`src/rtl/core/fexp_pkg.sv`:
```
// package: single-precision arithmetic helpers and constants for the exp pipeline
`default_nettype none
package fexp_pkg;

   // number of register stages, output register included
   localparam int NUM_STAGES = 12;

   typedef logic [NUM_STAGES:1] stage_en_type;

   localparam logic [31:0] ONE_BITS     = 32'h3F80_0000;
   localparam logic [31:0] INV_LN2_BITS = 32'h3FB8_AA3B;
   localparam logic [31:0] LN2_BITS     = 32'h3F31_7218;
   localparam logic [31:0] C2_BITS      = 32'h3F00_0000;
   localparam logic [31:0] C3_BITS      = 32'h3E2A_AAAB;
   localparam logic [31:0] C4_BITS      = 32'h3D2A_AAAB;
   localparam logic [31:0] C5_BITS      = 32'h3C08_8889;
   localparam logic [31:0] C6_BITS      = 32'h3AB6_0B61;
   localparam logic [31:0] HI_BITS      = 32'h42B0_0000;  // 88.0
   localparam logic [30:0] LO_MAG_BITS  = 31'h42AE_0000;  // magnitude of -87.0
   localparam logic [31:0] QNAN_BITS    = 32'h7FC0_0000;
   localparam logic [31:0] PINF_BITS    = 32'h7F80_0000;
   localparam logic [7:0]  EXP_BIAS     = 8'd127;

   // single-precision multiply, round to nearest even, subnormals kept
   function automatic logic [31:0] fp_mul(input logic [31:0] a, input logic [31:0] b);
      logic               sgn;
      logic [23:0]        ma;
      logic [23:0]        mb;
      logic [9:0]         ea;
      logic [9:0]         eb;
      logic [47:0]        prod;
      logic [47:0]        norm;
      logic [5:0]         lz;
      logic               found;
      logic signed [11:0] ee;
      logic signed [11:0] sh;
      logic [11:0]        rs;
      logic               lost;
      logic               rnd;
      logic [7:0]         ef;
      logic [30:0]        body;
      sgn   = a[31] ^ b[31];
      ma    = {|a[30:23], a[22:0]};
      mb    = {|b[30:23], b[22:0]};
      ea    = (a[30:23] == 8'd0) ? 10'd1 : {2'b00, a[30:23]};
      eb    = (b[30:23] == 8'd0) ? 10'd1 : {2'b00, b[30:23]};
      prod  = ma * mb;
      lz    = 6'd0;
      found = 1'b0;
      for (int i = 47; i >= 0; i--) begin
         if (!found) begin
            if (prod[i]) found = 1'b1;
            else lz = lz + 6'd1;
         end
      end
      ee   = $signed({2'b00, ea}) + $signed({2'b00, eb}) - 12'sd126 - $signed({6'd0, lz});
      sh   = (ee >= 12'sd1) ? $signed({6'd0, lz}) : $signed({6'd0, lz}) + ee - 12'sd1;
      lost = 1'b0;
      if (sh >= 12'sd0) begin
         norm = prod << sh[5:0];
      end else begin
         rs = 12'(-sh);
         if (rs >= 12'd48) begin
            norm = 48'd0;
            lost = |prod;
         end else begin
            norm = prod >> rs[5:0];
            lost = |(prod & ((48'd1 << rs[5:0]) - 48'd1));
         end
      end
      rnd  = norm[23] & ((|norm[22:0]) | lost | norm[24]);
      ef   = (ee >= 12'sd1) ? ee[7:0] : 8'd0;
      body = {ef, norm[46:24]} + {30'd0, rnd};
      if (prod == 48'd0) return {sgn, 31'd0};
      else if (ee >= 12'sd255) return {sgn, PINF_BITS[30:0]};
      else return {sgn, body};
   endfunction

   // single-precision add, round to nearest even, subnormals kept
   function automatic logic [31:0] fp_add(input logic [31:0] a, input logic [31:0] b);
      logic [31:0] big;
      logic [31:0] sml;
      logic [23:0] ma;
      logic [23:0] mb;
      logic [9:0]  ea;
      logic [9:0]  eb;
      logic [9:0]  d;
      logic [26:0] bx;
      logic [26:0] sx0;
      logic [26:0] sx;
      logic [27:0] sum;
      logic [26:0] nrm;
      logic [9:0]  e;
      logic [4:0]  lz;
      logic [4:0]  shl;
      logic        found;
      logic        rnd;
      logic [7:0]  ef;
      logic [30:0] body;
      big = (b[30:0] > a[30:0]) ? b : a;
      sml = (b[30:0] > a[30:0]) ? a : b;
      ma  = {|big[30:23], big[22:0]};
      mb  = {|sml[30:23], sml[22:0]};
      ea  = (big[30:23] == 8'd0) ? 10'd1 : {2'b00, big[30:23]};
      eb  = (sml[30:23] == 8'd0) ? 10'd1 : {2'b00, sml[30:23]};
      d   = ea - eb;
      bx  = {ma, 3'b000};
      sx0 = {mb, 3'b000};
      if (d >= 10'd27) begin
         sx = {26'd0, |mb};
      end else begin
         sx    = sx0 >> d[4:0];
         sx[0] = sx[0] | (|(sx0 & ((27'd1 << d[4:0]) - 27'd1)));
      end
      if (a[31] ^ b[31]) sum = {1'b0, bx} - {1'b0, sx};
      else sum = {1'b0, bx} + {1'b0, sx};
      e     = ea;
      lz    = 5'd0;
      found = 1'b0;
      for (int i = 26; i >= 0; i--) begin
         if (!found) begin
            if (sum[i]) found = 1'b1;
            else lz = lz + 5'd1;
         end
      end
      if (sum[27]) begin
         nrm = {sum[27:2], sum[1] | sum[0]};
         e   = e + 10'd1;
      end else begin
         shl = ((e - 10'd1) < {5'd0, lz}) ? 5'(e - 10'd1) : lz;
         nrm = sum[26:0] << shl;
         e   = e - {5'd0, shl};
      end
      ef   = nrm[26] ? e[7:0] : 8'd0;
      rnd  = nrm[2] & (nrm[1] | nrm[0] | nrm[3]);
      body = {ef, nrm[25:3]} + {30'd0, rnd};
      if (sum == 28'd0) return {a[31] & b[31], 31'd0};
      else if (e >= 10'd255) return {big[31], PINF_BITS[30:0]};
      else return {big[31], body};
   endfunction

   // nearest integer, halves away from zero; magnitude saturates at 256
   function automatic logic signed [9:0] fp_round_away(input logic [31:0] t);
      logic [7:0]  e;
      logic [23:0] q;
      logic [8:0]  mag;
      logic [9:0]  ext;
      logic [8:0]  up;
      e = t[30:23];
      q = 24'd0;
      if (e < 8'd126) begin
         mag = 9'd0;
      end else if (e > 8'd134) begin
         mag = 9'd256;
      end else begin
         q   = {1'b1, t[22:0]} >> (8'd149 - e);
         up  = q[8:0] + 9'd1;
         mag = (q[8:0] == 9'h1FF) ? 9'd256 : {1'b0, up[8:1]};
      end
      ext = {1'b0, mag};
      return t[31] ? $signed(10'(-ext)) : $signed(ext);
   endfunction

   // exact conversion of a small integer to single precision
   function automatic logic [31:0] fp_from_int(input logic signed [9:0] n);
      logic [9:0]  mag;
      logic [4:0]  p;
      logic [23:0] tmp;
      mag = n[9] ? 10'(-n) : n;
      p   = 5'd0;
      for (int i = 0; i < 10; i++) begin
         if (mag[i]) p = 5'(i);
      end
      tmp = {14'd0, mag} << (5'd23 - p);
      if (mag == 10'd0) return 32'd0;
      else return {n[9], EXP_BIAS + {3'd0, p}, tmp[22:0]};
   endfunction

endpackage
`default_nettype wire

```
`src/rtl/core/fexp_reduce.sv`:
```
// range reduction stages: t = x/ln2, n = round(t), r = x - n*ln2
`default_nettype none
module fexp_reduce
   import fexp_pkg::*;
(
   input  wire logic              clock,
   input  wire stage_en_type      stage_en,
   input  wire logic [31:0]       x_bits,
   output logic [31:0]            r_bits,
   output logic signed [9:0]      n_out
);

   logic [31:0]        x1_ff, x2_ff, x3_ff;
   logic [31:0]        t1_ff, t1_in;
   logic [31:0]        nf2_ff, nf2_in;
   logic signed [9:0]  n2_ff, n2_in, n3_ff, n4_ff;
   logic [31:0]        m3_ff, m3_in;
   logic [31:0]        r4_ff, r4_in;

   always_comb begin
      t1_in  = fp_mul(x_bits, INV_LN2_BITS);
      n2_in  = fp_round_away(t1_ff);
      nf2_in = fp_from_int(n2_in);
      m3_in  = fp_mul(nf2_ff, LN2_BITS);
      r4_in  = fp_add(x3_ff, {~m3_ff[31], m3_ff[30:0]});
   end

   always_ff @(posedge clock) begin
      if (stage_en[1]) begin
         x1_ff <= x_bits;
         t1_ff <= t1_in;
      end
      if (stage_en[2]) begin
         x2_ff  <= x1_ff;
         n2_ff  <= n2_in;
         nf2_ff <= nf2_in;
      end
      if (stage_en[3]) begin
         x3_ff <= x2_ff;
         n3_ff <= n2_ff;
         m3_ff <= m3_in;
      end
      if (stage_en[4]) begin
         r4_ff <= r4_in;
         n4_ff <= n3_ff;
      end
   end

   assign r_bits = r4_ff;
   assign n_out  = n4_ff;

endmodule
`default_nettype wire

```
`config.mk`:
```
export PLATFORM = sky130hd
export DESIGN_NAME = fexp_reduce
export DESIGN_NICKNAME = d
export VERILOG_FILES = /design/src/rtl/core/fexp_pkg.sv /design/src/rtl/core/fexp_reduce.sv
export SDC_FILE = /design/constraint.sdc
export NUM_CORES = 2
export LEC_CHECK = 0
export ABC_AREA = 1
export BUFFER_PORTS_ARGS = -buffer_cell sky130_fd_sc_hd__buf_4
export CORE_MARGIN = 1.5
export CORE_UTILIZATION = 35
export CTS_BUF_LIST = sky130_fd_sc_hd__clkbuf_8
export CTS_CLUSTER_DIAMETER = 30
export CTS_CLUSTER_SIZE = 30
export DETAILED_ROUTE_END_ITERATION = 16
export PLACE_DENSITY_LB_ADDON = 0.12
export SLEW_MARGIN = 5
export SYNTH_ARGS = -nofsm -noshare
export SYNTH_HDL_FRONTEND = slang
export SYNTH_SLANG_ARGS = --single-unit
```
`constraint.sdc`:
```
create_clock -name clock -period 89.5 [get_ports clock]
set_input_delay 4.475 -clock clock [delete_from_list [all_inputs] [get_ports clock]]
set_output_delay 4.475 -clock clock [all_outputs]
set_load 0.005 [all_outputs]
```
After elaboration in Yosys (flattened, before gate mapping)
Index checks and enable logic that the tools add are counted.

word-level totals
  bits in registers = 254
  input bits = 45
  output and inout port bits = 42
  word-level logic and storage cells = 751

cells by class
  add/subtract/negate cells = 150
  $mul = 2
  order comparisons = 14
  eq/ne operators = 1
  shifts and indexed selects = 11
  muxes and demuxes = 517
  bitwise gates (word level) = 17
  reduce and logical (&&, ||, !) cells = 23

operators by type and width
  operator                  number
  $mux W6                   183
  $add A6 B1 Y6 const B     93
  $mux W5                   61
  $mux W1                   243
  $mux W47                  4
  $reduce_or A48 Y1         3
  $add A5 B1 Y5 const B     26
  $mux W31                  4
  $and A48 B48 Y48          2
  $logic_not A48 Y1         2
  $shl A1 B6 Y48 const A    2
  $shl A48 B6 Y47           2
  $shr A48 B6 Y47           2
  $sub A48 B1 Y48 const B   2
  $add A31 B1 Y31           3
  $mux W32                  2
  $mux W8                   7
  $mux W27                  2
  $mul A24 B24 Y48 const B  1
  $reduce_or A23 Y1         2
  $mul A24 B21 Y45 const B  1
  $reduce_or A45 Y1         1
  $logic_not A8 Y1          4
  $reduce_or A8 Y1          4
  other kinds (51)          79

Longest topological paths before layout
  depth in word-level cells = 160
  mapped depth = 254
  mapped depth without buffers = 251

Least setup slack after synthesis
No wires, ideal clock.

  path type = input-to-reg
  start point = in x_bits[27]
  end point = reg t1_ff[28], data pin
  library setup time = 0.253 ns
  arrival = 39.180 ns
  required time = 89.247 ns
  path slack = 50.067 ns
  cell stages on the path = 244
  path buffers = 5
  path through = nor4_1 nand4_1 ha_1 inv_1 fa_1 ha_1 fa_1 inv_1 fa_1 fa_1 fa_1 inv_1 ha_1 nand2_1 inv_2 nand2_1 nor2_2 nand2_1 (+208 left out) nand3_1 nand2_1 nand2_1 inv_1 ha_1 nand3_1 nor2_2 nand2_1 nor2_1 nand4_1 nor2_2 nand4_2 nor2_2 nand2_1 nand2_1 nand2_1 o21ai_1 inv_1

between the ends
  cells in the longest elaborated chain, start to end = 160
  elaborated cells on any way between the ends = 247
  those cells by class = 55 x add/sub; 1 x mul; 4 x order compare; 3 x shift; 174 x mux; 4 x bitwise; 6 x reduce/logical

ends and longest elaborated chain
  element                    line               source
  start, declared            fexp_reduce.sv:8   input wire logic [31:0] x_bits,
  $reduce_or A8 Y1           fexp_pkg.sv:43     ma = {|a[30:23], a[22:0]};
  $mul A24 B24 Y48           fexp_pkg.sv:47     prod = ma * mb;
  $mux W1                    fexp_pkg.sv:52     if (prod[i]) found = 1'b1;
  $add A1 B1 Y2              fexp_pkg.sv:53     else lz = lz + 6'd1;
  $mux W2                    fexp_pkg.sv:52
  $mux W2                    fexp_pkg.sv:51     if (!found) begin
  $add A6 B1 Y6              fexp_pkg.sv:53
  $mux W6                    fexp_pkg.sv:52
  (+143 left out)            -
  $and A48 B48 Y48           fexp_pkg.sv:68     lost = |(prod & ((48'd1 << rs[5:0]) - 48'd1));
  $reduce_or A48 Y1          fexp_pkg.sv:68
  $mux W1                    fexp_pkg.sv:63     if (rs >= 12'd48) begin
  $mux W1                    fexp_pkg.sv:59     if (sh >= 12'sd0) begin
  $or A1 B1 Y1 (2 in a row)  fexp_pkg.sv:71     rnd = norm[23] & ((|norm[22:0]) | lost | norm[24]);
  $and A1 B1 Y1              fexp_pkg.sv:71
  $add A31 B1 Y31            fexp_pkg.sv:73     body = {ef, norm[46:24]} + {30'd0, rnd};
  $mux W31                   fexp_pkg.sv:75     else if (ee >= 12'sd255) return {sgn, PINF_BITS[30:0]};
  end signal, assigned       fexp_reduce.sv:31  t1_ff <= t1_in;
  end, declared              fexp_reduce.sv:14  logic [31:0] t1_ff, t1_in;

Parallel ways exist; a longest one is shown, timed or not.
A chain may end at the register's enable or synchronous reset.

Worst setup path after layout
  start point = in x_bits[14]
  end point = reg t1_ff[28], data pin

between the ends
  cells in the longest elaborated chain, start to end = 159
  elaborated cells on any way between the ends = 251
  those cells by class = 53 x add/sub; 1 x mul; 4 x order compare; 3 x shift; 182 x mux; 4 x bitwise; 4 x reduce/logical

ends and longest elaborated chain
  element                    line
  $mul A24 B24 Y48 *         fexp_pkg.sv:47
  $mux W1                    fexp_pkg.sv:52
  $add A1 B1 Y2              fexp_pkg.sv:53
  $mux W2                    fexp_pkg.sv:52
  $mux W2                    fexp_pkg.sv:51
  $add A6 B1 Y6              fexp_pkg.sv:53
  $mux W6                    fexp_pkg.sv:52
  $mux W6                    fexp_pkg.sv:51
  (+142 left out)            -
  $and A48 B48 Y48           fexp_pkg.sv:68
  $reduce_or A48 Y1          fexp_pkg.sv:68
  $mux W1                    fexp_pkg.sv:63
  $mux W1                    fexp_pkg.sv:59
  $or A1 B1 Y1 (2 in a row)  fexp_pkg.sv:71
  $and A1 B1 Y1              fexp_pkg.sv:71
  $add A31 B1 Y31            fexp_pkg.sv:73
  $mux W31                   fexp_pkg.sv:75

Mark *: on every way between the ends. The rest lies on a longest branch, timed or not.

==> results.md <==
- Status: complete, no violations
- Total number of vias: 72.7k
- Cell Area, Placed: 0.0739 mm^2
- Routed WL per cell: 17.8 um
- Worst setup margin: 45150 ps
- Period utilization: 49.5%
- Top_reg_cell synth: edfxtp_1
- Critical path's top delay family: adder cells
- Worst Setup Start Kind: input port
- Fmax: 22.6 MHz
- Busiest grt layer: met2
- DRC viols: 0
- Number of enable flip-flop cells after synthesis: 252
- FP Rows: 164
- Cells resized by post-CTS repair: 0
- CTS Buf Count: 58
- Nets: 12.7k
- Fraction of layout cells with a size suffix above 1: 5.65%
- Register area: 0.00757 mm^2
- Clock tree buffer depth: 3
- Sequential area share after synthesis: 10.7%
- Type of the most critical hold path: flop to flop
- Final Hold Viols: 0
- GRT Total Usage: 24.4%
- R2r endpoint: m3_ff[0]
- CP max stage delay: 750 ps
- Crit Reg-Reg Startpoint: nf2_ff[7]
- Final ANT Viol Nets: 0
- CP required: 89980 ps
- Initial Util: 35.3%
- Cell repeated most along the worst path: nand2_1
- Vias in the first global route: 70.1k
- Tmin final: 44350 ps
- Synthesized instance count: 11.6k
- Worst-Margin Slew: 1180 ps
- Setup TNS: 0 ps
- Synth cell types: 86
- Die X: 452 um
- CTS tree: done
- H-tree depth: 2
- CP Max Fanout: 67
- Unrepaired setup endpoints after global routing: no
- Worst EP arrival: 44820 ps
- Worst Path Class, Setup: input port to flop
- Syn_area_per_cell: 6.09 um^2
- Core area: 0.200 mm^2
- Syn Std Cell Area: 0.0706 mm^2
- Clock Latency Late Sink: 720 ps
- Design Area, Final: 0.0753 mm^2
- Final setup fails: 0
- Total Wirelength: 253 mm
- Post-DP HPWL: 218 mm
- Finished Core Util: 37.6%
- M2 GR Usage: 41.7%
- 1st-iter DRT viols: 5301
- Root buffer cell: clkbuf_8
- Post-CTS Setup Inserts: 0
- Cell depth of the worst hold path: 0
- Async set or reset register ratio after synthesis: 0%
- Rel. slew slack: 20.8%
- Slowest-stage cell, CP: inv_2
- Hold_sp: x1_ff[24]
- First-pass GRT wire length: 396 mm
- Filler cells: 22.2k
- IO Pins: 87
- Worst setup EP type: flop
- Beginning of the critical path: x_bits[14]
- Total grt overflow: 0
- Hold EP: x2_ff[24]
- Max Clock Skew: 62.2 ps
- Max-slew violations: 0
- Largest net degree at the start of global routing: 97
- GPL Wtd Cong: 0.964
- Dpl ws: 44630 ps
- CP bufs+invs: 54
- Via-per-instance ratio: 5.10
- Routing usage on met3: 1.67%
- Area grow syn2layout: 6.58%
- Maxcap violations: 0
- TritonCTS Sinks: 252
- # port buffers: 78
- R2R Setup Slk: 48240 ps
- Synthesis warning total: 0
- Reg2reg path depth: 230
- Die height: 452 um
- Multi-input logic area: 0.0534 mm^2
- Number of synthesized register bits: 252
- Initial antenna violation count: 15
- Die area: 0.204 mm^2
- Met1 Track Usage GR: 33.5%
- Hold_buf cts: 0
- DRT Pass-1 Iters: 6
- Clock-pin transition on the worst setup and hold timing paths: 60 ps
synth_stat cells, drive strengths merged (27+ instances only):
master / n / area, um^2
nand4: 158 / 1010
nand2: 3304 / 12600
or2: 58 / 363
clkbuf: 159 / 601
nor3: 136 / 706
buf: 99 / 571
nor4: 41 / 282
nand3: 912 / 4750
o21bai: 40 / 308
o22ai: 44 / 288
a31oi: 45 / 282
a21oi: 395 / 1990
o211ai: 49 / 373
clkinv: 27 / 106
xor2: 154 / 1400
inv: 2253 / 8460
edfxtp: 252 / 7570
ha: 766 / 9580
nand3b: 41 / 312
xnor2: 56 / 490
fa: 381 / 7630
nor2: 1164 / 4890
o21ai: 847 / 4280
stage by stage:
step | cells | hold WS, ps
after floorplan | 11600 | 400
after global placement | 14100 | 400
after detailed placement | 14100 | 405
after CTS | 14200 | 407
after global routing | 14200 | 411
final | 14200 | 404
layer usage:
| layer | wire length [um] | part of all wire (%) |
|---|---|---|
| met1 | 119000 | 47 |
| met2 | 118000 | 46 |
| met3 | 11400 | 4.5 |
| met4 | 5710 | 2.3 |
| met5 | 0 | 0 |
layout make-up:
type / count / share of cell area [%]
Clock inverter: 50 / 0.733
Timing Repair Buffer: 136 / 1.36
Sequential cell: 252 / 10.1
Antenna cell: 3 / 0.00998
Tap cell: 2656 / 4.42
Inverter: 2280 / 11.4
Clock buffer: 58 / 1.06
Multi-Input combinational cell: 8812 / 71.0
state kept, by name, summed over array words and instances, names as in the netlist:
name    cells
x3_ff      32
n2_ff      10
n3_ff      10
nf2_ff     31
t1_ff      31
m3_ff      32
x2_ff      32
n_out      10
x1_ff      32
r_bits     32
cell usage in the layout, fill, tap and decap left out, drive strengths merged, types with 44 or more instances in the layout:
master,n
nand2,3304
inv,2263
nor2,1164
nand3,912
o21ai,847
ha,766
a21oi,395
fa,381
edfxtp,252
nand4,158
xor2,154
buf,136
nor3,136
clkbuf,58
or2,58
xnor2,56
clkinv,51
o211ai,49
a31oi,45
o22ai,44
worst max-delay path by stage:
stage / endpoint / slack (ps) / cells past startpoint
after CTS: t1_ff[28] / 45310 / 243
final: t1_ff[28] / 45150 / 242
after detailed placement: t1_ff[28] / 44630 / 241
after global routing: t1_ff[0] / 41520 / 243
after floorplan: t1_ff[28] / 50070 / 244
after global placement: t1_ff[28] / 45330 / 242
cells by family after synthesis:
logic type      count (synthesis)  synth area share [%]
xor+xnor                      210                  2.67
simple gates                 5829                  35.5
buf+inv                      2538                  13.8
mux                            26                 0.369
compound gates               1585                  12.6
flops                         252                  10.7
other cells                     1               0.00531
fa+ha+maj                    1147                  24.4
Power is not shown: default switching activity piles up to over one toggle a cycle in this logic, so the estimate is an artifact.
